**config.mk**
```make
export PLATFORM = sky130hd
export DESIGN_NAME = usmg_div
export DESIGN_NICKNAME = d
export VERILOG_FILES = /design/src/uv_sphere_mesh_generator_defines.svh /design/src/usmg_div.sv
export SDC_FILE = /design/constraint.sdc
export NUM_CORES = 2
export LEC_CHECK = 0
export BUFFER_PORTS_ARGS = -buffer_cell sky130_fd_sc_hd__clkbuf_2
export CORE_UTILIZATION = 32
export CTS_CLUSTER_SIZE = 28
export DETAILED_ROUTE_END_ITERATION = 16
export GPL_TIMING_DRIVEN = 0
export SETUP_SLACK_MARGIN = 0.4
export SLEW_MARGIN = 20
export SYNTH_ARGS = -nofsm -noshare
export SYNTH_HDL_FRONTEND = slang
export SYNTH_SLANG_ARGS = --single-unit
```
**constraint.sdc**
```tcl
create_clock -name clk -period 3.7 [get_ports clk]
set_input_delay 0.185 -clock clk [delete_from_list [all_inputs] [get_ports clk]]
set_output_delay 0.185 -clock clk [all_outputs]
set_load 0.02 [all_outputs]
```
**src/uv_sphere_mesh_generator_defines.svh**
```systemverilog
// Assertion macros for the sphere mesh generator modules; usmg_out uses them.
`ifndef UV_SPHERE_MESH_GENERATOR_DEFINES_SVH
`define UV_SPHERE_MESH_GENERATOR_DEFINES_SVH

`ifndef SYNTH
// Same-cycle implication, disabled while reset is high.
`define USMG_ASSERT_IMPL(label, clk, rst, ante, cons) \
  label: assert property (@(posedge clk) disable iff (rst) (ante) |-> (cons)) \
    else $error("assertion %m failed");
// Next-cycle implication, disabled while reset is high.
`define USMG_ASSERT_NEXT(label, clk, rst, ante, cons) \
  label: assert property (@(posedge clk) disable iff (rst) (ante) |=> (cons)) \
    else $error("assertion %m failed");
`else
`define USMG_ASSERT_IMPL(label, clk, rst, ante, cons)
`define USMG_ASSERT_NEXT(label, clk, rst, ante, cons)
`endif

`endif

```
**src/usmg_div.sv**
```systemverilog
// Pipelined restoring divider: one quotient bit per stage.
// The divisor must hold still while words are in flight.
module usmg_div #(
  parameter int DEN_W = 11,
  parameter int QUO_W = 33
) (
  input  logic                   clk,
  input  logic                   en,
  input  logic [DEN_W+QUO_W-1:0] num,
  input  logic [DEN_W-1:0]       den,
  output logic [QUO_W-1:0]       quo
);

  logic [DEN_W-1:0] rem_q [1:QUO_W];
  logic [QUO_W-1:0] lq_q [1:QUO_W];

  for (genvar k = 1; k <= QUO_W; k++) begin : g_stage
    logic [DEN_W-1:0] rem_prev;
    logic [QUO_W-1:0] lq_prev;
    logic [DEN_W:0]   trial;

    // The top bits of the dividend are known to be below the divisor.
    if (k == 1) begin : g_first
      assign rem_prev = num[DEN_W+QUO_W-1:QUO_W];
      assign lq_prev = num[QUO_W-1:0];
    end else begin : g_rest
      assign rem_prev = rem_q[k-1];
      assign lq_prev = lq_q[k-1];
    end

    assign trial = {rem_prev, lq_prev[QUO_W-1]};

    // Shift in one dividend bit, subtract when it fits.
    always_ff @(posedge clk) begin
      if (en) begin
        if (trial >= {1'b0, den}) begin
          rem_q[k] <= DEN_W'(trial - {1'b0, den});
          lq_q[k] <= {lq_prev[QUO_W-2:0], 1'b1};
        end else begin
          rem_q[k] <= trial[DEN_W-1:0];
          lq_q[k] <= {lq_prev[QUO_W-2:0], 1'b0};
        end
      end
    end
  end

  assign quo = lq_q[QUO_W];

endmodule

```
# After elaboration in Yosys (flattened, before gate mapping)
# Memories as Yosys holds them, arrays and structs flattened.
# Cells that the tools add are included.
# W data, S select, Z words.
[totals] reg_bits=0 mem_count=2 out_inout_bits=33 wordCells=398 ram_bits=1452
[classes] magnitude_cmp=33 bitwise_logic=66 addsub=33 mux=264
[memory_table] name="lq_q" depth=33 width=33 rd=33 rd_ports_with_merged_regs=0 wr=33 line="usmg_div.sv:15" text="logic [QUO_W-1:0] lq_q [1:QUO_W];"
[memory_table] name="rem_q" depth=33 width=11 rd=32 rd_ports_with_merged_regs=0 wr=33 line="usmg_div.sv:14" text="logic [DEN_W-1:0] rem_q [1:QUO_W];"
[op_table] operator="$mux W33" n=33
[op_table] operator="$ge A12 B11 Y1" n=33
[op_table] operator="$mux W11" n=33
[op_table] operator="$sub A11 B11 Y11" n=33
[op_table] operator="$mux W1" n=198
[op_table] operator="$or A1 B1 Y1" n=66

# Depth between registers and ports, before layout
[logic_depth] ltp_word=5 mapped_depth=12 depth_no_buf=12

# Worst setup path before layout
# Ideal clock, no wire load.
[synth_timing] kind="input port to flip-flop" start="in den[1]" end="reg, netlist name rem_q[0][57]" required_ps=3440 arrival_time_ps=3812 stages=10 path_slack_ps=-371 path_cell_list="inv_1 -> fa_1 -> a21o_1 -> a21oi_2 -> a21o_1 -> a211oi_1 -> o21ai_0 -> nand3_1 -> buf_4 -> mux2_2"
[synth_rtl] item="from (decl)" line="usmg_div.sv:10" text="input logic [DEN_W-1:0] den,"

==> results.sh <==
export IMPL_status="complete, no violations"
export IMPL_synth_edf_count=1441
export IMPL_ys_flop_type="edfxtp_1"
export IMPL_final_cell_mix="edfxtp_1, ha_1, nand2_1"
export IMPL_syn_instance_count=4237
export IMPL_numCtsBuffers=144
export IMPL_end_kind="register"
export IMPL_start_util_pct=32.28
export IMPL_antenna_found_initial=1
export IMPL_placed_cells=6886
export IMPL_critical_path_class="register to register"
export IMPL_cts_buffer_depth=3
export IMPL_worst_endpoint_required_ps=4210
export IMPL_finalHoldViolations=0
export IMPL_holdPathEnd="lq_q[0][33]$_DFFE_PP_"
export IMPL_final_area_sq_um=71820
export IMPL_cts_tree="yes"
export IMPL_worstHoldPathCells=5
export IMPL_maxSlewViolCount=0
export IMPL_worst_slew_pin_slew_ps=745.6
export IMPL_arrival_ps=3430
export IMPL_antenna_left=0
export IMPL_grt_pass1_wl_um=177000
export IMPL_skew_ps=22.09
export IMPL_io_pins=90
export IMPL_cap_violations=0
export IMPL_drt_iter0_drc=1690
export IMPL_htreeDepth=4
export IMPL_finalCritPeriodShare_pct=78.81
export IMPL_reg2reg_setup_slack_ps=780
export IMPL_grt_max_degree=45
export IMPL_nNetsFinal=5001
export IMPL_worstSetupStartpoint="lq_q[0][593]$_DFFE_PP_"
export IMPL_slew_headroom_pct=50.29
export IMPL_peakVddDrop_uv=371.5
export IMPL_core_rowCount=161
export IMPL_vias=33470
export IMPL_drt_wirelength_per_cell_um=15.58
export IMPL_routed_top_layer="met4"
export IMPL_track_usage_pct=11.30
export IMPL_coreArea_sq_um=193000
export IMPL_worstHoldStart="num[43]"
export IMPL_met1_length_um=49110
export IMPL_fmax_mhz=342.9
export IMPL_wl_met2_um=55010
export IMPL_p_per_area_nw_per_um2=744.3
export IMPL_mostFrequentLayoutCell="edfxtp_1"
export IMPL_grt_pass1_vias=33490
export IMPL_async_reset_ff_share_pct=0
export IMPL_cts_sinks=1441
export IMPL_fp_dieH_um=443.2
export IMPL_finalSetupViolations=0
export IMPL_period_minus_slack_ps=2916
export IMPL_overflow=0
export IMPL_dr_pass1_iters=6
export IMPL_wl_met3_um=4452
export IMPL_via_per_inst=4.663
export IMPL_ys_seq_area_share_pct=69.46
export IMPL_area_growth_pct=15.28
export IMPL_fp_dieW_um=443.2
export IMPL_synth_seq_cells=1441
export IMPL_die_area_sq_um=196400
export IMPL_p_leak_nw=25.90
export IMPL_clock_latency_ps=770
export IMPL_drive_above_1_share_pct=12.17
export IMPL_final_cells=7178
export IMPL_netlist_area_sq_um=62290
export IMPL_gp_congestion=0.8471
export IMPL_ys_warn_count=0
export IMPL_finalPower_mw=53.46
export IMPL_hold_class="input pin to register"
export IMPL_dp_hpwl_um=77170
export IMPL_regToRegEndpoint="rem_q[0][206]$_DFFE_PP_"
export IMPL_start_kind="register"
export IMPL_ctsRootBufferMaster="clkbuf_16"
export IMPL_synth_distinct_cells=58
export IMPL_rsz0062_at_grt="false"
export IMPL_drc=0
export IMPL_clk_pin_slew_worst_paths_ps=60
export IMPL_avgSynthCellArea_sq_um=14.70
export IMPL_routed_wl_um=111800
export IMPL_r2r_cells=12
export IMPL_postCtsSetupBuffers=0
export IMPL_placed_area_sq_um=66920
export IMPL_ctsResizeCount=0
export IMPL_reg2reg_from="lq_q[0][593]$_DFFE_PP_"
export IMPL_synth_nets=4689
export IMPL_numPortBuffers=89
export IMPL_crit_fanout=11
## flip-flops by register name, indices dropped and copies added, names as in the netlist
| signal | cells |
|---|---|
| lq_q | 1089 |
| rem_q | 352 |
## cells by family after synthesis
| logic type | Yosys count | share of synthesized area (%) |
|---|---|---|
| compound gates | 874 | 8.297 |
| buf+inv | 283 | 1.765 |
| simple gates | 870 | 6.361 |
| xor+xnor | 249 | 3.501 |
| mux | 125 | 2.294 |
| fa+ha+maj | 395 | 8.319 |
| flops | 1441 | 69.46 |
## cell usage after synthesis (15+ instances only)
cell type     n  area share, %
and2_1       25           0.25
o21bai_1     31           0.37
a21oi_1     231            1.9
mux2_2      109            2.0
nand2_1     351            2.1
buf_2        18           0.14
a21boi_0     36           0.43
a31oi_1      34           0.34
nand3_1      86           0.69
nand4_1      39           0.39
xnor2_1     211            3.0
inv_1       208            1.3
nor3_1       90           0.72
and3_1       30           0.30
nor2_1      168            1.0
nor2b_1      34           0.34
fa_1         32            1.0
xor2_1       38           0.53
o31ai_1      40           0.48
ha_1        363            7.3
o21ai_0     314            2.5
edfxtp_1   1441             69
clkbuf_1     53           0.32
or2_2        15           0.15
a21o_1       92            1.1
o21a_1       35           0.42
## where the power goes
group	leakage, nW	internal [mW]	switching, mW
Sequential	14.0	22.0	1.32
Clock	2.16	7.90	5.94
Combinational	9.71	7.35	8.94
Total	25.9	37.3	16.2
## per-layer routing
metal	track usage, %	vias up
met4	4.388	0
met5	0	-
met3	1.777	205
met1	13.82	16000
met2	19.88	669
li1	-	16600
## how the worst max path moves through the flow
stage	to	cells after the start
2_1_floorplan	rem_q[0][200]$_DFFE_PP_	10
3_3_place_gp	rem_q[0][16]$_DFFE_PP_	10
3_5_place_dp	rem_q[0][305]$_DFFE_PP_	12
4_1_cts	rem_q[0][206]$_DFFE_PP_	12
5_1_grt	rem_q[0][195]$_DFFE_PP_	11
6_report	rem_q[0][206]$_DFFE_PP_	12
## final cells by class
| type | instances | area (sq um) |
|---|---|---|
| diodes | 1 | 2.502 |
| clock inverters | 79 | 744.5 |
| plain buffers | 74 | 405.4 |
| fillers | 17970 | 121200 |
| multi-input cells | 2513 | 18080 |
| repair buffers | 166 | 1627 |
| clock buffers | 169 | 3719 |
| flip-flops and latches | 1441 | 43270 |
| inverters | 209 | 810.8 |
| well taps | 2526 | 3161 |
## through the flow
| step | setup slack [ps] | hold WS (ps) | util, % | setup TNS (ps) |
|---|---|---|---|---|
| 2_1_floorplan | 138.0 | 283.9 | - | 0 |
| 3_3_place_gp | -1528 | 361.3 | 34.24 | -645470 |
| 3_5_place_dp | 451.2 | 363.6 | 34.68 | 0 |
| 4_1_cts | 732.7 | 14.27 | 37.21 | 0 |
| 5_1_grt | 569.3 | 54.21 | 37.21 | 0 |
| 6_report | 784.0 | 56.88 | 37.21 | 0 |
## worst max-delay path, stage by stage (launching register included)
cell      delay [ps]
edfxtp_1         450
inv_1            100
ha_1             150
inv_1             70
fa_2             400
a21o_1           200
a21oi_2          190
a21oi_1           90
o2111a_1         230
o21ai_1          150
nand3_2          120
buf_6            210
mux2_4           310
## repair_timing
item | in CTS | in global routing
setup endpoints to repair | 0 | 0
hold buffers | 43 | 0
endpoints found under the hold margin | 43 | 0
(Power assumes the default switching activity.)
