===== src/uv_sphere_mesh_generator_defines.svh =====
// Assertion macros for the sphere mesh generator modules; usmg_out uses them.
`ifndef UV_SPHERE_MESH_GENERATOR_DEFINES_SVH
`define UV_SPHERE_MESH_GENERATOR_DEFINES_SVH

`ifndef SYNTH
// Same-cycle implication, disabled while reset is high.
`define USMG_ASSERT_IMPL(label, clk, rst, ante, cons) \
  label: assert property (@(posedge clk) disable iff (rst) (ante) |-> (cons)) \
    else $error("assertion %m failed");
// Next-cycle implication, disabled while reset is high.
`define USMG_ASSERT_NEXT(label, clk, rst, ante, cons) \
  label: assert property (@(posedge clk) disable iff (rst) (ante) |=> (cons)) \
    else $error("assertion %m failed");
`else
`define USMG_ASSERT_IMPL(label, clk, rst, ante, cons)
`define USMG_ASSERT_NEXT(label, clk, rst, ante, cons)
`endif

`endif


===== src/usmg_pkg.sv =====
package usmg_pkg;

  // Register indexes of the configuration port.
  localparam logic [1:0] REG_RADIUS = 2'd0;
  localparam logic [1:0] REG_SECTORS = 2'd1;
  localparam logic [1:0] REG_STACKS = 2'd2;

  // Command codes carried in the input word's tuser.
  localparam logic CMD_VERTEX = 1'b0;
  localparam logic CMD_CELL = 1'b1;

  localparam int IDX_W = 11;
  localparam int CORNER_W = 21;
  localparam int DIV_QUO_W = 33;
  localparam int IN_TDATA_W = 24;
  localparam int OUT_TDATA_W = 200;

  // CORDIC start vector: the inverse gain in Q2.30.
  localparam logic signed [31:0] CORDIC_GAIN = 32'sd652032874;

  // Items that ride along the pipeline next to the arithmetic.
  typedef struct packed {
    logic                cmd;
    logic                first;
    logic                second;
    logic [CORNER_W-1:0] k1;
    logic [CORNER_W-1:0] k2;
    logic [15:0]         tex_u;
    logic [15:0]         tex_v;
  } usmg_side_t;

  // Vertex arithmetic results at the end of the pipeline.
  typedef struct packed {
    logic signed [16:0] pos_x;
    logic signed [16:0] pos_y;
    logic signed [16:0] pos_z;
    logic signed [15:0] norm_x;
    logic signed [15:0] norm_y;
    logic signed [15:0] norm_z;
  } usmg_vert_t;

  // Arctangent of 2^-k as a fraction of a turn (2^32 = one turn).
  function automatic logic [31:0] atan_turn(input int k);
    logic [31:0] r;
    case (k)
      0: r = 32'd536870912;
      1: r = 32'd316933406;
      2: r = 32'd167458907;
      3: r = 32'd85004756;
      4: r = 32'd42667331;
      5: r = 32'd21354465;
      6: r = 32'd10679838;
      7: r = 32'd5340245;
      8: r = 32'd2670163;
      9: r = 32'd1335087;
      10: r = 32'd667544;
      11: r = 32'd333772;
      12: r = 32'd166886;
      13: r = 32'd83443;
      14: r = 32'd41722;
      15: r = 32'd20861;
      16: r = 32'd10430;
      17: r = 32'd5215;
      18: r = 32'd2608;
      19: r = 32'd1304;
      20: r = 32'd652;
      21: r = 32'd326;
      22: r = 32'd163;
      23: r = 32'd81;
      default: r = 32'd0;
    endcase
    return r;
  endfunction

  // Saturate a wide value into the Q1.14 range of a unit normal.
  function automatic logic signed [15:0] sat_q14(input logic signed [63:0] v);
    logic signed [15:0] r;
    if (v > 64'sd16384) begin
      r = 16'sd16384;
    end else if (v < -64'sd16384) begin
      r = -16'sd16384;
    end else begin
      r = 16'(v);
    end
    return r;
  endfunction

endpackage


===== src/usmg_cordic.sv =====
// Pipelined CORDIC in rotation mode: one micro-rotation per stage, then
// a register that maps the quadrant.
module usmg_cordic #(
  parameter int STEPS = 16
) (
  input  logic               clk,
  input  logic               en,
  input  logic [31:0]        phase,
  output logic signed [31:0] cos_v,
  output logic signed [31:0] sin_v
);
  import usmg_pkg::*;

  logic signed [31:0] x_q [1:STEPS];
  logic signed [31:0] y_q [1:STEPS];
  logic signed [31:0] z_q [1:STEPS];
  logic [1:0]         quad_q [1:STEPS];

  for (genvar k = 1; k <= STEPS; k++) begin : g_step
    logic signed [31:0] x_prev;
    logic signed [31:0] y_prev;
    logic signed [31:0] z_prev;
    logic [1:0]         quad_prev;
    logic signed [31:0] atan_k;

    if (k == 1) begin : g_first
      assign x_prev = CORDIC_GAIN;
      assign y_prev = '0;
      assign z_prev = $signed({2'b00, phase[29:0]});
      assign quad_prev = phase[31:30];
    end else begin : g_rest
      assign x_prev = x_q[k-1];
      assign y_prev = y_q[k-1];
      assign z_prev = z_q[k-1];
      assign quad_prev = quad_q[k-1];
    end

    assign atan_k = $signed(atan_turn(k - 1));

    // Rotate toward zero residual angle; shifts floor.
    always_ff @(posedge clk) begin
      if (en) begin
        quad_q[k] <= quad_prev;
        if (!z_prev[31]) begin
          x_q[k] <= x_prev - (y_prev >>> (k - 1));
          y_q[k] <= y_prev + (x_prev >>> (k - 1));
          z_q[k] <= z_prev - atan_k;
        end else begin
          x_q[k] <= x_prev + (y_prev >>> (k - 1));
          y_q[k] <= y_prev - (x_prev >>> (k - 1));
          z_q[k] <= z_prev + atan_k;
        end
      end
    end
  end

  // Quadrant from the top two phase bits.
  always_ff @(posedge clk) begin
    if (en) begin
      case (quad_q[STEPS])
        2'd0: begin
          cos_v <= x_q[STEPS];
          sin_v <= y_q[STEPS];
        end
        2'd1: begin
          cos_v <= -y_q[STEPS];
          sin_v <= x_q[STEPS];
        end
        2'd2: begin
          cos_v <= -x_q[STEPS];
          sin_v <= -y_q[STEPS];
        end
        default: begin
          cos_v <= y_q[STEPS];
          sin_v <= -x_q[STEPS];
        end
      endcase
    end
  end

endmodule


===== config.mk =====
export PLATFORM = sky130hd
export DESIGN_NAME = usmg_cordic
export DESIGN_NICKNAME = d
export VERILOG_FILES = /design/src/uv_sphere_mesh_generator_defines.svh /design/src/usmg_pkg.sv /design/src/usmg_cordic.sv
export SDC_FILE = /design/constraint.sdc
export NUM_CORES = 2
export LEC_CHECK = 0
export BUFFER_PORTS_ARGS = -buffer_cell sky130_fd_sc_hd__buf_2
export CAP_MARGIN = 20
export CORE_AREA = 4 4 455 681
export DETAILED_ROUTE_END_ITERATION = 8
export DIE_AREA = 0 0 459 685
export SETUP_SLACK_MARGIN = 0.15
export SLEW_MARGIN = 20
export SYNTH_ARGS = -nofsm -noshare
export SYNTH_HDL_FRONTEND = slang
export SYNTH_SLANG_ARGS = --single-unit

===== constraint.sdc =====
create_clock -name clk -period 8.3 [get_ports clk]
set_clock_uncertainty 0.1 [all_clocks]
set_input_delay 1.245 -clock clk [delete_from_list [all_inputs] [get_ports clk]]
set_output_delay 1.245 -clock clk [all_outputs]
set_load 0.1 [all_outputs]

* Word level (Yosys, flattened, before mapping)
Memories as Yosys holds them, arrays and structs flattened.
Cells that the tools add are included.
** Word-level totals
- Word-level logic and storage cells :: 286
- Memories :: 4
- Register bits :: 64
- Input port bits :: 34
- RAM bits :: 1568
- Output and inout port bits :: 64
** Memory list
- x_q :: depth 16, width 32, rd ports 16, clocked after memory_dff 0, wr ports 16, line usmg_cordic.sv:14 : logic signed [31:0] x_q [1:STEPS];
- y_q :: depth 16, width 32, rd ports 16, clocked after memory_dff 0, wr ports 16, line usmg_cordic.sv:15 : logic signed [31:0] y_q [1:STEPS];
- z_q :: depth 16, width 32, rd ports 15, clocked after memory_dff 0, wr ports 16, line usmg_cordic.sv:16 : logic signed [31:0] z_q [1:STEPS];
- quad_q :: depth 16, width 2, rd ports 16, clocked after memory_dff 0, wr ports 16, line usmg_cordic.sv:17 : logic [1:0] quad_q [1:STEPS];
** Cells by class
- Add/subtract/negate cells :: 93
- Bitwise gates (word level) :: 45
- Reduce and logical (&&, ||, !) cells :: 1
- Muxes and demuxes :: 139
- Equal/unequal tests :: 2
** Operators by type and width (number)
- $mux W32 :: 45
- $pmux W32 S3 :: 2
- $mux W1 :: 92
- $add A32 B17 Y32 :: 2
- $add A32 B18 Y32 :: 2
- $add A32 B19 Y32 :: 2
- $add A32 B20 Y32 :: 2
- $add A32 B21 Y32 :: 2
- $add A32 B22 Y32 :: 2
- $add A32 B23 Y32 :: 2
- $add A32 B24 Y32 :: 2
- $add A32 B25 Y32 :: 2
- $add A32 B26 Y32 :: 2
- $add A32 B27 Y32 :: 2
- $add A32 B28 Y32 :: 2
- $add A32 B29 Y32 :: 2
- $add A32 B30 Y32 :: 2
- $add A32 B31 Y32 :: 2
- $neg A32 Y32 :: 2
- $sub A32 B17 Y32 :: 2
- $sub A32 B18 Y32 :: 2
- $sub A32 B19 Y32 :: 2
- $sub A32 B20 Y32 :: 2
- $sub A32 B21 Y32 :: 2
- other kinds (45) :: 99

* Depth between registers and ports, before layout
An unclocked memory read counts as a cell.
- Word-level depth :: 5
- Mapped depth :: 21
- Gate-level depth less buffers :: 21

* Worst setup path after synthesis
OpenSTA, ideal clock, no wires.
- Kind :: in2reg
- Start :: in en
- End :: reg y_q[0][318] (netlist name)
- Data required time :: 8063 ps
- Arrival time :: 5471 ps
- Cell stages on the path :: 18
- Path buffers :: 3
- Slack :: 2592 ps
- Library setup time :: 137 ps
- Path through :: clkbuf_1 -> nand2_1 -> inv_1 -> clkbuf_1 -> buf_1 -> nor2_1 -> xnor2_1 -> ha_1 -> a21o_1 -> a21oi_1 -> nor2b_1 -> o31a_1 -> o31ai_1 -> o21ai_1 -> a41oi_1 -> a21oi_1 -> or4b_2 -> nand4_1
** RTL lines
- from (decl) :: line usmg_cordic.sv:7 : input logic en,

==> run summary <==
Worst setup EP type: flip-flop
Via count: 94.4k
Most frequent cells in the layout: edfxtp_1, ha_1, a21oi_1
Synth Net Count: 14.1k
Synthesized area per cell: 9.58 um2
HP Start: quad_q[0][28]
Final wirelength: 350000 um
Register area share after synthesis: 35.7%
Status: finished, final reports clean
Max-slew violation count: 0
Reg2reg start: z_q[0][351]
# rows: 248
Most common cell after layout, fill and taps aside: edfxtp_1
Worst Setup SP: en
Sink Count: 1438
Via-to-Cell Ratio: 5.61
Fin. Hold Viols: 0
CP Cell Sequence: buf_12 > nand2_1 > buf_4 > clkinv_1 > buf_4 > nor2_1 > xor2_1 > ha_1 > a21o_1 > a21oi_1 > o21ai_0 > a2111oi_0 > buf_4 > o21ai_0 > o31ai_1 > o221ai_1 > a21oi_1 > or3b_2 > a32oi_1
Arrival time worst endpoint: 7.10 ns
Clock-pin slew on the worst setup and hold paths: 0.06 ns
First-pass GRT wire length: 534000 um
Clock Root Buffer: clkbuf_16
Maximum clock insertion buffer count: 4
Crit path kind: primary input to flip-flop
Cell count after synthesis: 12.6k
Worst-margin pin slew: 1.21 ns
Top_reg_cell synth: edfxtp_1
H-tree level count: 4
Critical Path Most Common Cell: buf_4
Top cell type's share of synthesized area: 35.7%
Chip Height: 685 um
Startpoint Class: primary input
Initial antenna violation count: 4
Hold/Removal Path Class: flip-flop to flip-flop
Worst-Skew Late Latency: 0.89 ns
Yosys warns: 0
Setup TNS: 0 ns
CTS tree: built
Iteration-0 DRC Markers: 4375
GRT Overall Usage: 21.6%
Post-DP HPWL: 284000 um
Vias in the first global route: 95.9k
Top cell type by total area after synthesis: edfxtp_1
GRT met2 Usage: 45.2%
Post-CTS sizing: 0
GR peak layer: met2
RD Place Congestion: 0.961
Crit Path Max Fanout: 141
Synth area leaders: edfxtp_1, ha_1, xnor2_1, a21oi_1, xor2_1
Die width: 459 um
Post-layout nets: 14.1k
Final setup viols: 0
Final Cycle Share: 80.0%
Top delay family on crit path: compound AO/OA/AOI/OAI gates
Die ar.: 0.314 mm2
Core Area: 0.304 mm2
Post-synth EDFFs: 1438
# DRC: 0
Crit-path max cell delay: 0.91 ns
Wirelength per Cell: 20.8 um
Fmax: 0.151 GHz
Crit path max-delay cell type: a2111oi_0
CTS buffer count: 166
Synth async-reset ratio: 0%
Post-DRT Antenna Nets: 0
Yosys cell types: 91
Share of cells above drive strength 1: 4.58%
Hold buffer count at CTS: 0
Tmin final: 6.64 ns
Setup repair bufs after CTS: 0
WP data required: 8.77 ns
Drt first pass iters: 5
Slew headroom: 17.6%
Mapped Area: 0.121 mm2
Top Ports: 98
Max-cap violation count: 0
RSZ-0062 raised after global routing: no
GRT overflow: 0
Critical path buffer and inverter count: 5
Grt met1 use: 17.4%
Grt met3 use: 2.20%
Syn-to-layout area delta: 8.85%
Largest net degree at the start of global routing: 142
Starting Density: 39.8%
Buffers on Ports: 97
Yosys reg bits: 1438
[worst paths after layout]
| check | end | slack, ns | cells past startpoint |
|---|---|---|---|
| setup / recovery | x_q[0][380] | 1.66 | 19 |
| hold / removal | quad_q[0][30] | 0.30 | 0 |
| setup reg to reg | x_q[0][380] | 2.00 | 18 |
| hold reg to reg | quad_q[0][30] | 0.30 | 0 |
[worst reg2reg max path, cell delays in order, from the launching register on]
cell and delay, ns:
edfxtp_1 0.65, nand2_1 0.17, buf_4 0.28, clkinv_1 0.41
buf_4 0.35, nor2_1 0.14, xor2_1 0.17, ha_1 0.28
a21o_1 0.20, a21oi_1 0.25, o21ai_0 0.35, a2111oi_0 0.92
buf_4 0.23, o21ai_0 0.26, o31ai_1 0.57, o221ai_1 0.18
a21oi_1 0.26, or3b_2 0.18, a32oi_1 0.08
[final cells by class]
cell class / count / area, um2
Antenna cell: 2 / 5.00
Clock buffer: 191 / 4330
Clock inverter: 99 / 1180
Fill cell: 29600 / 172000
Inverter: 468 / 1760
Multi-Input combinational cell: 10400 / 75100
Sequential cell: 1438 / 43200
Tap cell: 4000 / 5000
Timing Repair Buffer: 181 / 1180
[cells in the mapped netlist, drive strengths merged, types with 32 or more instances]
cell     instances
a21oi         1292
ha            1367
a31oi          137
o21bai         136
a2111oi         37
mux2            36
fa              38
xnor2         1123
nor2           918
o31ai          144
inv            463
mux2i           78
and3            94
or2             45
nand2b         218
nand3          187
buf             32
o211ai          57
nand2          811
nand4          119
nor4            78
o21a           213
nor2b          178
nor3           282
a211o           37
xor2           629
a21boi          39
and2            66
a21o           643
or4             43
a211oi         112
o41ai           53
o21ai          739
nor3b           33
clkbuf         246
or3             92
edfxtp        1438
[state kept, by name, summed over array words and instances, names as in the netlist]
register  count
y_q         449
x_q         447
quad_q       32
cos_v        32
z_q         446
sin_v        32
[metrics by stage]
step | setup slack, ns | cell area (um2) | cells | utilization, % | hold WS, ns
after global routing | 1.47 | 132000 | 16800 | 43.3 | 0.318
after floorplan | 2.59 | 121000 | 12600 | - | 0.300
final | 1.66 | 132000 | 16800 | 43.3 | 0.296
after CTS | 2.01 | 132000 | 16800 | 43.3 | 0.309
after global placement | 1.04 | 126000 | 16500 | 41.5 | 0.301
after detailed placement | 1.11 | 126000 | 16500 | 41.5 | 0.305
[cell families after synthesis]
group	count (synthesis)	share of synthesized area, %
simple gates	3261	13.1
flops	1438	35.7
fa+ha+maj	1405	14.8
xor+xnor	1752	12.7
compound gates	3912	20.4
buf+inv	746	2.32
mux	116	1.02
[per-layer routing]
metal  vias up  share of wire, %
li1      47100                 -
met1     44400                30
met2      1826                57
met3      1106               2.5
met4         0               9.7
met5         -                 0
Power is left out: the tool's default activity adds up to more than one toggle a clock period on the data nets, which glitch-free logic cannot reach.
