==> config.mk <==
export PLATFORM = sky130hd
export DESIGN_NAME = usmg_out
export DESIGN_NICKNAME = d
export VERILOG_FILES = /design/src/usmg_pkg.sv /design/src/usmg_out.sv
export VERILOG_INCLUDE_DIRS = /design/src /design/src/src
export SDC_FILE = /design/constraint.sdc
export NUM_CORES = 1
export LEC_CHECK = 0
export BUFFER_PORTS_ARGS = -buffer_cell sky130_fd_sc_hd__clkbuf_2
export CORE_AREA = 2 2 151 153
export CTS_BUF_LIST = sky130_fd_sc_hd__clkbuf_4 sky130_fd_sc_hd__clkbuf_8
export DETAILED_ROUTE_END_ITERATION = 7
export DIE_AREA = 0 0 153 155
export PLACE_DENSITY = 0.7
export SLEW_MARGIN = 40
export SYNTH_ARGS = -nofsm -noshare
export SYNTH_HDL_FRONTEND = slang
export SYNTH_SLANG_ARGS = --single-unit
==> constraint.sdc <==
create_clock -name clk -period 9.3 [get_ports clk]
set_clock_uncertainty 0.05 [all_clocks]
set_input_delay 0.465 -clock clk [delete_from_list [all_inputs] [get_ports clk]]
set_output_delay 0.465 -clock clk [all_outputs]
set_load 0.01 [all_outputs]
==> src/uv_sphere_mesh_generator_defines.svh <==
// Assertion macros for the sphere mesh generator modules; usmg_out uses them.
`ifndef UV_SPHERE_MESH_GENERATOR_DEFINES_SVH
`define UV_SPHERE_MESH_GENERATOR_DEFINES_SVH

`ifndef SYNTH
// Same-cycle implication, disabled while reset is high.
`define USMG_ASSERT_IMPL(label, clk, rst, ante, cons) \
  label: assert property (@(posedge clk) disable iff (rst) (ante) |-> (cons)) \
    else $error("assertion %m failed");
// Next-cycle implication, disabled while reset is high.
`define USMG_ASSERT_NEXT(label, clk, rst, ante, cons) \
  label: assert property (@(posedge clk) disable iff (rst) (ante) |=> (cons)) \
    else $error("assertion %m failed");
`else
`define USMG_ASSERT_IMPL(label, clk, rst, ante, cons)
`define USMG_ASSERT_NEXT(label, clk, rst, ante, cons)
`endif

`endif

==> src/usmg_pkg.sv <==
package usmg_pkg;

  // Register indexes of the configuration port.
  localparam logic [1:0] REG_RADIUS = 2'd0;
  localparam logic [1:0] REG_SECTORS = 2'd1;
  localparam logic [1:0] REG_STACKS = 2'd2;

  // Command codes carried in the input word's tuser.
  localparam logic CMD_VERTEX = 1'b0;
  localparam logic CMD_CELL = 1'b1;

  localparam int IDX_W = 11;
  localparam int CORNER_W = 21;
  localparam int DIV_QUO_W = 33;
  localparam int IN_TDATA_W = 24;
  localparam int OUT_TDATA_W = 200;

  // CORDIC start vector: the inverse gain in Q2.30.
  localparam logic signed [31:0] CORDIC_GAIN = 32'sd652032874;

  // Items that ride along the pipeline next to the arithmetic.
  typedef struct packed {
    logic                cmd;
    logic                first;
    logic                second;
    logic [CORNER_W-1:0] k1;
    logic [CORNER_W-1:0] k2;
    logic [15:0]         tex_u;
    logic [15:0]         tex_v;
  } usmg_side_t;

  // Vertex arithmetic results at the end of the pipeline.
  typedef struct packed {
    logic signed [16:0] pos_x;
    logic signed [16:0] pos_y;
    logic signed [16:0] pos_z;
    logic signed [15:0] norm_x;
    logic signed [15:0] norm_y;
    logic signed [15:0] norm_z;
  } usmg_vert_t;

  // Arctangent of 2^-k as a fraction of a turn (2^32 = one turn).
  function automatic logic [31:0] atan_turn(input int k);
    logic [31:0] r;
    case (k)
      0: r = 32'd536870912;
      1: r = 32'd316933406;
      2: r = 32'd167458907;
      3: r = 32'd85004756;
      4: r = 32'd42667331;
      5: r = 32'd21354465;
      6: r = 32'd10679838;
      7: r = 32'd5340245;
      8: r = 32'd2670163;
      9: r = 32'd1335087;
      10: r = 32'd667544;
      11: r = 32'd333772;
      12: r = 32'd166886;
      13: r = 32'd83443;
      14: r = 32'd41722;
      15: r = 32'd20861;
      16: r = 32'd10430;
      17: r = 32'd5215;
      18: r = 32'd2608;
      19: r = 32'd1304;
      20: r = 32'd652;
      21: r = 32'd326;
      22: r = 32'd163;
      23: r = 32'd81;
      default: r = 32'd0;
    endcase
    return r;
  endfunction

  // Saturate a wide value into the Q1.14 range of a unit normal.
  function automatic logic signed [15:0] sat_q14(input logic signed [63:0] v);
    logic signed [15:0] r;
    if (v > 64'sd16384) begin
      r = 16'sd16384;
    end else if (v < -64'sd16384) begin
      r = -16'sd16384;
    end else begin
      r = 16'(v);
    end
    return r;
  endfunction

endpackage

==> src/usmg_out.sv <==
`include "uv_sphere_mesh_generator_defines.svh"

// Output register. A vertex gives one word; a cell gives one or two
// triangle words, and the pipeline holds while the first one goes out.
module usmg_out (
  input  logic                                  clk,
  input  logic                                  rst,
  input  logic                                  in_valid,
  input  usmg_pkg::usmg_side_t                  side,
  input  usmg_pkg::usmg_vert_t                  vert,
  output logic                                  en,
  output logic                                  m_axis_tvalid,
  input  logic                                  m_axis_tready,
  output logic                                  m_axis_tlast,
  // pos_x, pos_y, pos_z, tex_u, tex_v, norm_x, norm_y, norm_z,
  // corner_a, corner_b, corner_c, zero pad
  output logic [usmg_pkg::OUT_TDATA_W-1:0]      m_axis_tdata
);
  import usmg_pkg::*;

  logic o_free;
  logic two;
  logic take;
  logic pend;
  logic pend_next;
  logic [CORNER_W-1:0] ca;
  logic [CORNER_W-1:0] cb;
  logic [CORNER_W-1:0] cc;
  logic fin;
  logic [OUT_TDATA_W-1:0] word;

  assign o_free = !m_axis_tvalid || m_axis_tready;
  assign two = (side.cmd == CMD_CELL) && side.first && side.second;
  assign take = in_valid && o_free;
  assign en = !in_valid || (o_free && (!two || pend));

  // Pick the triangle that goes out now.
  always_comb begin
    if (side.first && !pend) begin
      ca = side.k1;
      cb = side.k2;
      cc = side.k1 + CORNER_W'(1);
      fin = !side.second;
    end else begin
      ca = side.k1 + CORNER_W'(1);
      cb = side.k2;
      cc = side.k2 + CORNER_W'(1);
      fin = 1'b1;
    end
  end

  // Pack the result word; unused fields are zero.
  always_comb begin
    word = '0;
    if (side.cmd == CMD_VERTEX) begin
      word[16:0] = vert.pos_x;
      word[33:17] = vert.pos_y;
      word[50:34] = vert.pos_z;
      word[66:51] = side.tex_u;
      word[82:67] = side.tex_v;
      word[98:83] = vert.norm_x;
      word[114:99] = vert.norm_y;
      word[130:115] = vert.norm_z;
    end else begin
      word[151:131] = ca;
      word[172:152] = cb;
      word[193:173] = cc;
    end
  end

  always_comb begin
    pend_next = pend;
    if (take) begin
      pend_next = two && !pend;
    end
  end

  // Output word register.
  always_ff @(posedge clk) begin
    if (rst) begin
      m_axis_tvalid <= 1'b0;
      pend <= 1'b0;
    end else begin
      pend <= pend_next;
      if (take) begin
        m_axis_tvalid <= 1'b1;
      end else if (m_axis_tready) begin
        m_axis_tvalid <= 1'b0;
      end
    end
  end

  always_ff @(posedge clk) begin
    if (take) begin
      m_axis_tdata <= word;
      m_axis_tlast <= (side.cmd == CMD_VERTEX) ? 1'b1 : fin;
    end
  end

  `USMG_ASSERT_IMPL(a_pend_cell, clk, rst, pend, in_valid && side.cmd == CMD_CELL)
  `USMG_ASSERT_NEXT(a_take_shows, clk, rst, take, m_axis_tvalid)
  `USMG_ASSERT_IMPL(a_two_waits, clk, rst, in_valid && en && two, pend)
  `USMG_ASSERT_NEXT(a_first_then_second, clk, rst, take && two && !pend, pend)

endmodule

### Yosys cells after proc, flatten, opt, wreduce, memory -nomap -nowiden

Cells that the tools add are included.

| cells by class | value |
|---|---|
| add/sub/neg operators | 2 |
| mux-type cells | 4 |
| reductions and logical operators | 16 |

Operators with widths:

| cell | count |
|---|---|
| 21-bit by 1-bit adder with 21-bit output, second input constant | 2 |
| 21-bit two-way mux | 2 |
| 1-bit logical AND | 6 |
| 1-bit zero test | 5 |
| 1-bit logical OR | 3 |
| 1-bit two-way mux | 2 |
| 2-bit AND reduction | 1 |
| 2-bit nonzero test | 1 |

| storage, ports and cells | value |
|---|---|
| bits in registers | 197 |
| input port bits | 180 |
| output and inout port bits | 203 |
| word-level logic and storage cells | 27 |

### Longest topological paths before layout

Gate-level depths: netlist (run 1).

| depth | value |
|---|---|
| depth after elaboration | 6 |
| depth in mapped cells | 6 |
| mapped depth without buffers | 6 |

### Worst setup path before layout (run 1)

Ideal clock, no wire load.

| timing path | value |
|---|---|
| kind | input port to flip-flop |
| start point | in m_axis_tready |
| end point | reg pend |
| setup time | 131 ps |
| arrival | 9912 ps |
| required time | 9119 ps |
| slack | -793 ps |
| cell stages on the path | 4 |
| path through | nor2b_1 > nor2b_1 > mux2i_1 > nor2_1 |

| on the way | value |
|---|---|
| word-level cells in the longest chain between the ends | 2 |

RTL lines:

| item | RTL line | text |
|---|---|---|
| start: declaration | usmg_out.sv:13 | `input logic m_axis_tready,` |
| 1-bit logical OR | usmg_out.sv:32 | `assign o_free = !m_axis_tvalid \|\| m_axis_tready;` |
| 1-bit logical AND | usmg_out.sv:34 | `assign take = in_valid && o_free;` |
| named net take | usmg_out.sv:23 | `logic take;` |
| end signal: assignment | usmg_out.sv:84 | `pend <= pend_next;` |
| end: declaration | usmg_out.sv:24 | `logic pend;` |

The timed path passes the listed nets, and every way through them passes these cells.
A chain may end at the register's enable or synchronous reset.

### Worst setup path after layout (run 1)

| timing path | value |
|---|---|
| start point | reg pend |
| end point | out en |

| on the way | value |
|---|---|
| word-level cells in the longest chain between the ends | 3 |

RTL lines:

| item | RTL line | text |
|---|---|---|
| 1-bit logical OR | usmg_out.sv:35 | `assign en = !in_valid \|\| (o_free && (!two \|\| pend));` |
| 1-bit logical AND | usmg_out.sv:35 |  |
| 1-bit logical OR | usmg_out.sv:35 |  |
| end: declaration | usmg_out.sv:11 | `output logic en,` |

Every way passes these cells.

==> results.toml, run 1 <==
[clocking]
cts.sinks = 197
cts-buffers-inserted = 17
cts_max_level = 4
ctsHoldBuffers = 0
cts_tree = "built"
cts_buffer_depth = 2
clk_pin_slew_worst_paths_ns = 0.12
clkLatencyLatePin_ns = 0.47
cts_resized = 0
cts_setup_buffers = 0
cts_root_buffer = "clkbuf_8"

[synth]
synth_area_leaders = "edfxtp_1 69%, nor2b_1 9.9%, xnor2_1 3.0%, and2_1 2.7%, xor2_1 2.3%"
synth_cells = 609
ys_types = 36
yosys.area.top_type = "edfxtp_1"
synth_area_mm2 = 0.00847
synth_top_area_frac = 0.691
yosysWarnings = 0
ys_seq_area_frac = 0.696
ys_ff_latch = 197
syn-mean-instance-area_um2 = 13.9

[cells_and_area]
ff_latch_area_mm2 = 0.00590
multi_input_area_mm2 = 0.00242
fillers = 2038
drive_gt1_frac = 0.427
syn2layout_area_growth_pct = 30.5
final_common_cell = "clkbuf_2"
final_cell_mix = "375 x clkbuf_2, 195 x edfxtp_1, 133 x nor2b_1"
nets = 1158

[detailed_routing]
drc_errors = 0
viasPerCell = 4.73
met2_length_um = 12000
met1_length_um = 8590
top_layer_used = "met5"
met3_length_um = 2010
wire_per_inst_um = 18.2
drt_first_pass_iters = 4
num_vias = 6039
ant_nets = 0
drt-total-wl_um = 23200
drt_iter0_drc = 352

[worst_setup_path]
path_max_fanout = 25
crit_chain = "nor2b_1, buf_4, and3_1, o21ai_0, clkbuf_2"
endpoint_kind = "primary output"
cpPeakStageDelay_ns = 0.35
worstSetupStartpointType = "flip-flop"
arrival_ns = 1.70
cp.required_ns = 8.79
path_class = "reg2out"
cp_slowest_cell = "dfxtp_1"

[floorplanning]
core_mm2 = 0.0222
rows = 55
io_pins = 383
start_util = 0.381
die_h_um = 155
die_width_um = 153
fp.dieArea_mm2 = 0.0237

[timing]
period_share = 0.238
worst_pin_slew_ns = 0.732
setup_violations = 0
drv_slew = 0
setup_ws_ns = 7.09
fin_crit_ns = 2.21
timing.fmax_ghz = 0.452
setup_tns_ns = 0
hold_viol_final = 0
rsz0062_at_grt = "no"
relSlewSlack = 0.512

[pwr]
p_leak_nw = 4.61
ir_drop_uv = 81.1
power_density_mw_per_mm2 = 168
power_mw = 1.86

[global_routing]
grt_overflow = 0
grt_usage = 0.191
grt_start_max_net_pins = 104
grt_pass1_wl_um = 34300
antenna_found_initial = 6
grt_pass1_vias = 6039

[placement]
dpl.hpwl_um = 17600
place_congestion = 0.790
pre_cts_ws_ns = 6.99
portBuffers = 376

[status]
outcome = "complete, no violations"

[min_path]
hold_class = "in2reg"

[job]
maxCapViolCount = 0
synth_stat cells:
cell type,number
edfxtp_1,195
nor2b_1,134
and2_1,37
nand2_1,36
clkbuf_1,29
xnor2_1,29
xor2_1,22
nand3_1,16
nand4_1,16
and3_1,14
o22ai_1,9
nor3_1,8
nor2_1,7
o21ai_0,7
a21boi_0,6
buf_4,6
or3_1,5
inv_1,4
nor4_1,4
a21oi_1,2
buf_2,2
dfxtp_1,2
ha_1,2
nand2b_1,2
nor4_4,2
o22ai_2,2
or2_1,2
and4_1,1
conb_1,1
mux2i_1,1
nand3_2,1
nand4_4,1
nor2_2,1
nor3_2,1
nor4b_1,1
o311a_1,1
where the power goes:
part,internal [mW],leakage [nW],switching (mW)
Sequential,1.04,1.96,0.0163
Clock,0.206,0.194,0.349
Combinational,0.100,2.45,0.142
Total,1.35,4.61,0.507
flip-flops by register name (all words and copies together) (netlist names):
signal / cells
pend: 1
m_axis_tlast: 1
m_axis_tvalid: 1
m_axis_tdata: 194
per-layer routing:
| metal | vias to the layer above | GRT usage |
|---|---|---|
| li1 | 2875 | - |
| met5 | - | 0 |
| met3 | 39 | 0.0710 |
| met4 | 4 | 0.0745 |
| met1 | 2873 | 0.211 |
| met2 | 248 | 0.335 |
through the flow:
step,util,hold WS [ns],instances,instance area [µm²]
2_1_floorplan,-,0.425,614,8490
3_3_place_gp,0.477,0.462,1241,10600
3_5_place_dp,0.479,0.478,1242,10600
4_1_cts,0.497,0.0874,1274,11000
5_1_grt,0.497,0.0807,1278,11000
6_report,0.497,0.112,1278,11000
area by class of cell:
cell class                 count  share of cell area
sequential                   197               0.534
multi-input combinational    376               0.219
timing repair buffer         380               0.177
tap                          285              0.0323
clock buffer                  18              0.0219
clock inverter                14              0.0138
inverter                       4             0.00136
antenna                        4            0.000906
path summary, 6_finish.rpt:
path                       from         endpoint  slack [ns]  cells past startpoint
setup / recovery           pend               en        7.09                      5
hold / removal              rst    m_axis_tvalid        0.11                      2
setup reg to reg  m_axis_tvalid  m_axis_tdata[2]        7.33                      4
hold reg to reg            pend             pend        0.50                      2
critical path: cells and delay by family (launching register included):
kind / cells / cell delay [ns]
buffers and inverters: 2 / 0.41
AND/OR/NAND/NOR: 2 / 0.39
flip-flops: 1 / 0.35
AO/OA/AOI/OAI: 1 / 0.09
cells by family after synthesis:
| group | after synthesis | synth area share |
|---|---|---|
| XOR/XNOR | 51 | 0.0527 |
| multiplexers | 1 | 0.00118 |
| buffers and inverters | 41 | 0.0211 |
| AO/OA/AOI/OAI | 27 | 0.0214 |
| adder cells (fa/ha/maj) | 2 | 0.00295 |
| other | 1 | 0.000443 |
| flip-flops | 197 | 0.696 |
| AND/OR/NAND/NOR | 289 | 0.204 |
No activity file was read; power rests on OpenSTA's default activity.
==> inputs of run 2 (changes only) <==
==> constraint.sdc (replaced) <==
create_clock -name clk -period 1.97 [get_ports clk]
set_clock_uncertainty 0.05 [all_clocks]
set_input_delay 0.0985 -clock clk [delete_from_list [all_inputs] [get_ports clk]]
set_output_delay 0.0985 -clock clk [all_outputs]
set_load 0.01 [all_outputs]
==> run 2 against run 1 <==
Via count rose by 12%; core utilization rose by 7.5 points; clock power rose to 4.7 times the previous value; largest power group unchanged; setup slack got worse by 6.9 ns; count of clock-buffer cells in the layout fell by 1; critical endpoint is now m_axis_tdata[151]; die area did not move; worst hold slack got worse by 0.085 ns; register-to-register slack got worse by 6.9 ns; flip-flop and latch count did not move; combinational power rose to 6.0 times the previous value; wire length rose by 8.7%.
==> results.toml, run 2 (synthesized netlist as in run 1, its figures left out) <==
[pwr]
power_density_mw_per_mm2 = 711
power_frac_comb = 0.159
power_mw = 9.05
switchingPower_mw = 2.46
p_clk_frac = 0.287
sw_frac_of_total = 0.272
seqPwrFrac = 0.554
ir_drop_uv = 364
p_leak_nw = 5.32
internal_power_mw = 6.58

[clocking]
cts.sinks = 197
cts_max_level = 4
cts_root_buffer = "clkbuf_8"
cts_setup_buffers = 0
cts-buffers-inserted = 17
cts_buffer_depth = 2
clkLatencyLatePin_ns = 0.46
clk_pin_slew_worst_paths_ns = 0.09
cts_tree = "built"

[floorplanning]
start_util = 0.381
die_width_um = 153
die_h_um = 155
fp.dieArea_mm2 = 0.0237
io_pins = 383
core_mm2 = 0.0222
rows = 55

[status]
outcome = "complete, no violations"

[timing]
rsz0062_at_grt = "no"
relSlewSlack = 0.646
drv_slew = 0
period_share = 0.919
hold_viol_final = 0
timing.fmax_ghz = 0.552
worst_pin_slew_ns = 0.532
setup_violations = 0
fin_crit_ns = 1.81

[worst_setup_path]
cpPeakStageDelay_ns = 0.52
arrival_ns = 1.96
path_max_fanout = 6
cp.required_ns = 2.12
cp_num_buf_inv = 2
crit_chain = "dlygate4sd3_1, clkbuf_2, ha_1, nand3_1, nor4_4, nand4_1, xnor2_1, and2_1"
path_class = "in2reg"
critPathTopFamily = "simple AND/OR/NAND/NOR gates"
cp_slowest_cell = "dlygate4sd3_1"
worstSetupStartpointType = "input port"
endpoint_kind = "flip-flop"

[placement]
place_inst = 1252
dpl.hpwl_um = 18100
portBuffers = 376
place_congestion = 0.838

[detailed_routing]
num_vias = 6738
drt_first_pass_iters = 4
drt-total-wl_um = 25200
drt_iter0_drc = 322
viasPerCell = 4.68
drc_errors = 0
ant_nets = 0
wire_per_inst_um = 17.5

[cells_and_area]
fillers = 1819
ff_latch_area_mm2 = 0.00590
top_register = "m_axis_tdata"
syn2layout_area_growth_pct = 50.2
multi_input_area_mm2 = 0.00243
drive_gt1_frac = 0.375
final_cell_mix = "375 x clkbuf_2, 195 x edfxtp_1, 156 x dlygate4sd3_1"
nets = 1324
final_cells = 1441
final_common_cell = "clkbuf_2"
largest_reg_flops = 194

[min_path]
hold_class = "in2reg"

[global_routing]
grt_pass1_vias = 7060
grt_start_max_net_pins = 90
antenna_found_initial = 2
grt_usage = 0.208
grt_overflow = 0
grt_pass1_wl_um = 37900

[job]
maxCapViolCount = 0
## run 2: power by group through the flow
| stage | registers, mW | logic [mW] | clock network [mW] |
|---|---|---|---|
| after floorplan | 5.27 | 0.399 | 0 |
| after global placement | 5.10 | 1.16 | 0 |
| after detailed placement | 5.11 | 1.18 | 0 |
| after CTS | 5.01 | 1.44 | 2.68 |
| after global routing | 5.04 | 1.56 | 2.83 |
| final | 5.01 | 1.44 | 2.60 |
## run 2: final timing paths
kind	start	end	slack, ns	cells past startpoint
setup / recovery	side[54]	m_axis_tdata[151]	0.16	8
hold / removal	side[73]	m_axis_tdata[193]	0.03	3
setup reg to reg	pend	m_axis_tdata[183]	0.44	4
hold reg to reg	pend	pend	0.51	2
## run 2: repair_timing
item                       CTS  global route
resized for setup            0             2
hold endpoints to repair   157             0
setup endpoints to repair    0             5
hold buffers               156             0
## run 2: area by class of cell
class | instances | share of cell area
clock buffers | 17 | 0.0184
well taps | 285 | 0.0280
repair buffers | 546 | 0.285
diodes | 2 | 0.000393
flip-flops and latches | 197 | 0.464
multi-input cells | 376 | 0.191
inverters | 4 | 0.00118
clock inverters | 14 | 0.0123
## run 2: tightest hold or removal path, stage by stage
cell	delay, ns
clkbuf_2	0.11
xor2_1	0.08
o22ai_2	0.10
## run 2: per-stage QoR
| stage | util | setup slack [ns] | TNS [ns] | instance area [µm²] | hold slack (ns) |
|---|---|---|---|---|---|
| 2_1_floorplan | - | -1.90 | -364.30 | 8500 | 0.113 |
| 3_3_place_gp | 0.484 | 0.183 | 0 | 10800 | 0.238 |
| 3_5_place_dp | 0.484 | 0.128 | 0 | 10800 | 0.240 |
| 4_1_cts | 0.572 | 0.0888 | 0 | 12700 | 0.00164 |
| 5_1_grt | 0.572 | 0.0202 | 0 | 12700 | 0.0109 |
| 6_report | 0.572 | 0.159 | 0 | 12700 | 0.0270 |
## run 2: layer usage
metal / GRT usage / wire (µm)
met1: 0.206 / 8490
met2: 0.389 / 13700
met3: 0.0780 / 2180
met4: 0.0908 / 845
met5: 0 / 0
==> inputs of run 3 (changes only) <==
--- a/config.mk
+++ b/config.mk
@@ -7,11 +7,12 @@
 export NUM_CORES = 1
 export LEC_CHECK = 0
 export BUFFER_PORTS_ARGS = -buffer_cell sky130_fd_sc_hd__clkbuf_2
+export CAP_MARGIN = 40
 export CORE_AREA = 2 2 151 153
 export CTS_BUF_LIST = sky130_fd_sc_hd__clkbuf_4 sky130_fd_sc_hd__clkbuf_8
 export DETAILED_ROUTE_END_ITERATION = 7
 export DIE_AREA = 0 0 153 155
-export PLACE_DENSITY = 0.7
+export PLACE_DENSITY = 0.72
 export SLEW_MARGIN = 40
 export SYNTH_ARGS = -nofsm -noshare
 export SYNTH_HDL_FRONTEND = slang
==> run 3 against run 2 <==
Setup slack worse by 0.037 ns; non-clock buffer count up 6; global-route usage rose by 0.49 points; first-iteration DRC count down 11%; register-to-register slack got worse by 0.22 ns; final area grew 0.68%; worst hold slack gained 0.025 ns; flip-flop and latch count unchanged.
==> results.toml, run 3 (synthesized netlist as in run 1, its figures left out) <==
[timing]
setup_violations = 0
period_share = 0.938
hold_ws_ns = 0.0519
hold_viol_final = 0
fin_crit_ns = 1.85
timing.fmax_ghz = 0.541
setup_ws_ns = 0.122
drv_slew = 0
rsz0062_at_grt = "no"

[floorplanning]
die_width_um = 153
core_mm2 = 0.0222
die_h_um = 155
io_pins = 383
fp.dieArea_mm2 = 0.0237
start_util = 0.381
rows = 55

[cells_and_area]
final_util = 0.576
drive_gt1_frac = 0.374
fillers = 1817
top_register = "m_axis_tdata"
syn2layout_area_growth_pct = 51.2
final_common_cell = "clkbuf_2"
largest_reg_flops = 194
final_cell_mix = "375 x clkbuf_2, 195 x edfxtp_1, 161 x dlygate4sd3_1"
nets = 1330

[global_routing]
grt_usage = 0.213
grt_pass1_vias = 7050
grt_pass1_wl_um = 38400
grt_overflow = 0
grt_start_max_net_pins = 78
antenna_found_initial = 5

[placement]
dpl.hpwl_um = 18500
pre_cts_ws_ns = 0.107
place_congestion = 0.840
portBuffers = 376

[clocking]
cts.sinks = 197
cts_buffer_depth = 2
cts-buffers-inserted = 17
cts_root_buffer = "clkbuf_8"
cts_tree = "built"
cts_max_level = 4
clk_pin_slew_worst_paths_ns = 0.11
clkLatencyLatePin_ns = 0.46
cts_setup_buffers = 0

[worst_setup_path]
worstSetupStartpointType = "input port"
arrival_ns = 2.01
path_max_fanout = 6
cp.required_ns = 2.13
path_class = "in2reg"
endpoint_kind = "flip-flop"

[job]
maxCapViolCount = 0

[pwr]
ir_drop_uv = 496
power_density_mw_per_mm2 = 708
p_leak_nw = 5.37
power_mw = 9.07

[detailed_routing]
viasPerCell = 4.69
drt_iter0_drc = 287
drc_errors = 0
num_vias = 6798
ant_nets = 0
drt_first_pass_iters = 6
wire_per_inst_um = 17.9
drt-total-wl_um = 25900

[status]
outcome = "complete, no violations"

[min_path]
hold_class = "in2reg"
==> run 3: changes by cell type in the layout (fill, tap and decap cells not counted) <==
cell and change:
buf_12 +1, buf_4 +1, buf_6 -1, clkinv_1 +2, clkinv_8 +1, clkinvlp_4 -1, diode_2 +3, dlygate4sd3_1 +5
inv_8 -1, nor2b_1 -1, nor2b_4 +1
==> run 3: what timing repair did <==
action / 4_1_cts / 5_1_grt
gates resized for setup: 0 / 2
endpoints found under the hold margin: 160 / 0
hold buffers: 161 / 0
setup endpoints to repair: 0 / 6
==> run 3: cell type report <==
class                      count  area (µm²)  share of cell area
timing repair buffer         552        3690               0.288
tap                          285         357              0.0278
antenna                        5        12.5            0.000977
clock inverter                15         161              0.0126
sequential                   197        5900               0.460
clock buffer                  17         234              0.0183
inverter                       4        15.0             0.00117
multi-input combinational    376        2440               0.191
==> run 3: path summary, 6_finish.rpt <==
| path | startpoint | to | slack, ns | cells past startpoint |
|---|---|---|---|---|
| hold reg to reg | pend | m_axis_tlast | 0.83 | 3 |
| setup reg to reg | m_axis_tvalid | pend | 0.22 | 6 |
| setup / recovery | side[53] | m_axis_tdata[151] | 0.12 | 8 |
| hold / removal | side[71] | m_axis_tdata[191] | 0.05 | 3 |
==> run 3: metal layers <==
layer | GRT usage | vias to the layer above | share of wire
met3 | 0.0786 | 41 | 0.082
met5 | 0 | - | 0
met2 | 0.395 | 243 | 0.54
met1 | 0.221 | 3286 | 0.36
met4 | 0.0776 | 0 | 0.025
li1 | - | 3228 | -
==> run 3: metrics by stage <==
step | TNS, ns | area, µm² | cells
2_1_floorplan | -364.30 | 8500 | 614
4_1_cts | 0 | 12800 | 1446
3_3_place_gp | 0 | 10800 | 1253
5_1_grt | 0 | 12800 | 1451
3_5_place_dp | 0 | 10800 | 1253
6_report | 0 | 12800 | 1451
==> run 3: power by group <==
group	switching [mW]	internal, mW	leakage, nW	total (mW)
registers	0.0850	4.93	1.96	5.02
logic	0.754	0.706	3.21	1.46
clock network	1.63	0.958	0.199	2.59
total	2.47	6.60	5.37	9.07
==> run 3: worst max-delay path: stages <==
cell and delay [ns]:
dlygate4sd3_1 0.53, clkbuf_2 0.15, ha_1 0.18, nand3_1 0.21, nor4_4 0.38, nand4_1 0.17, xnor2_1 0.14, and2_1 0.14
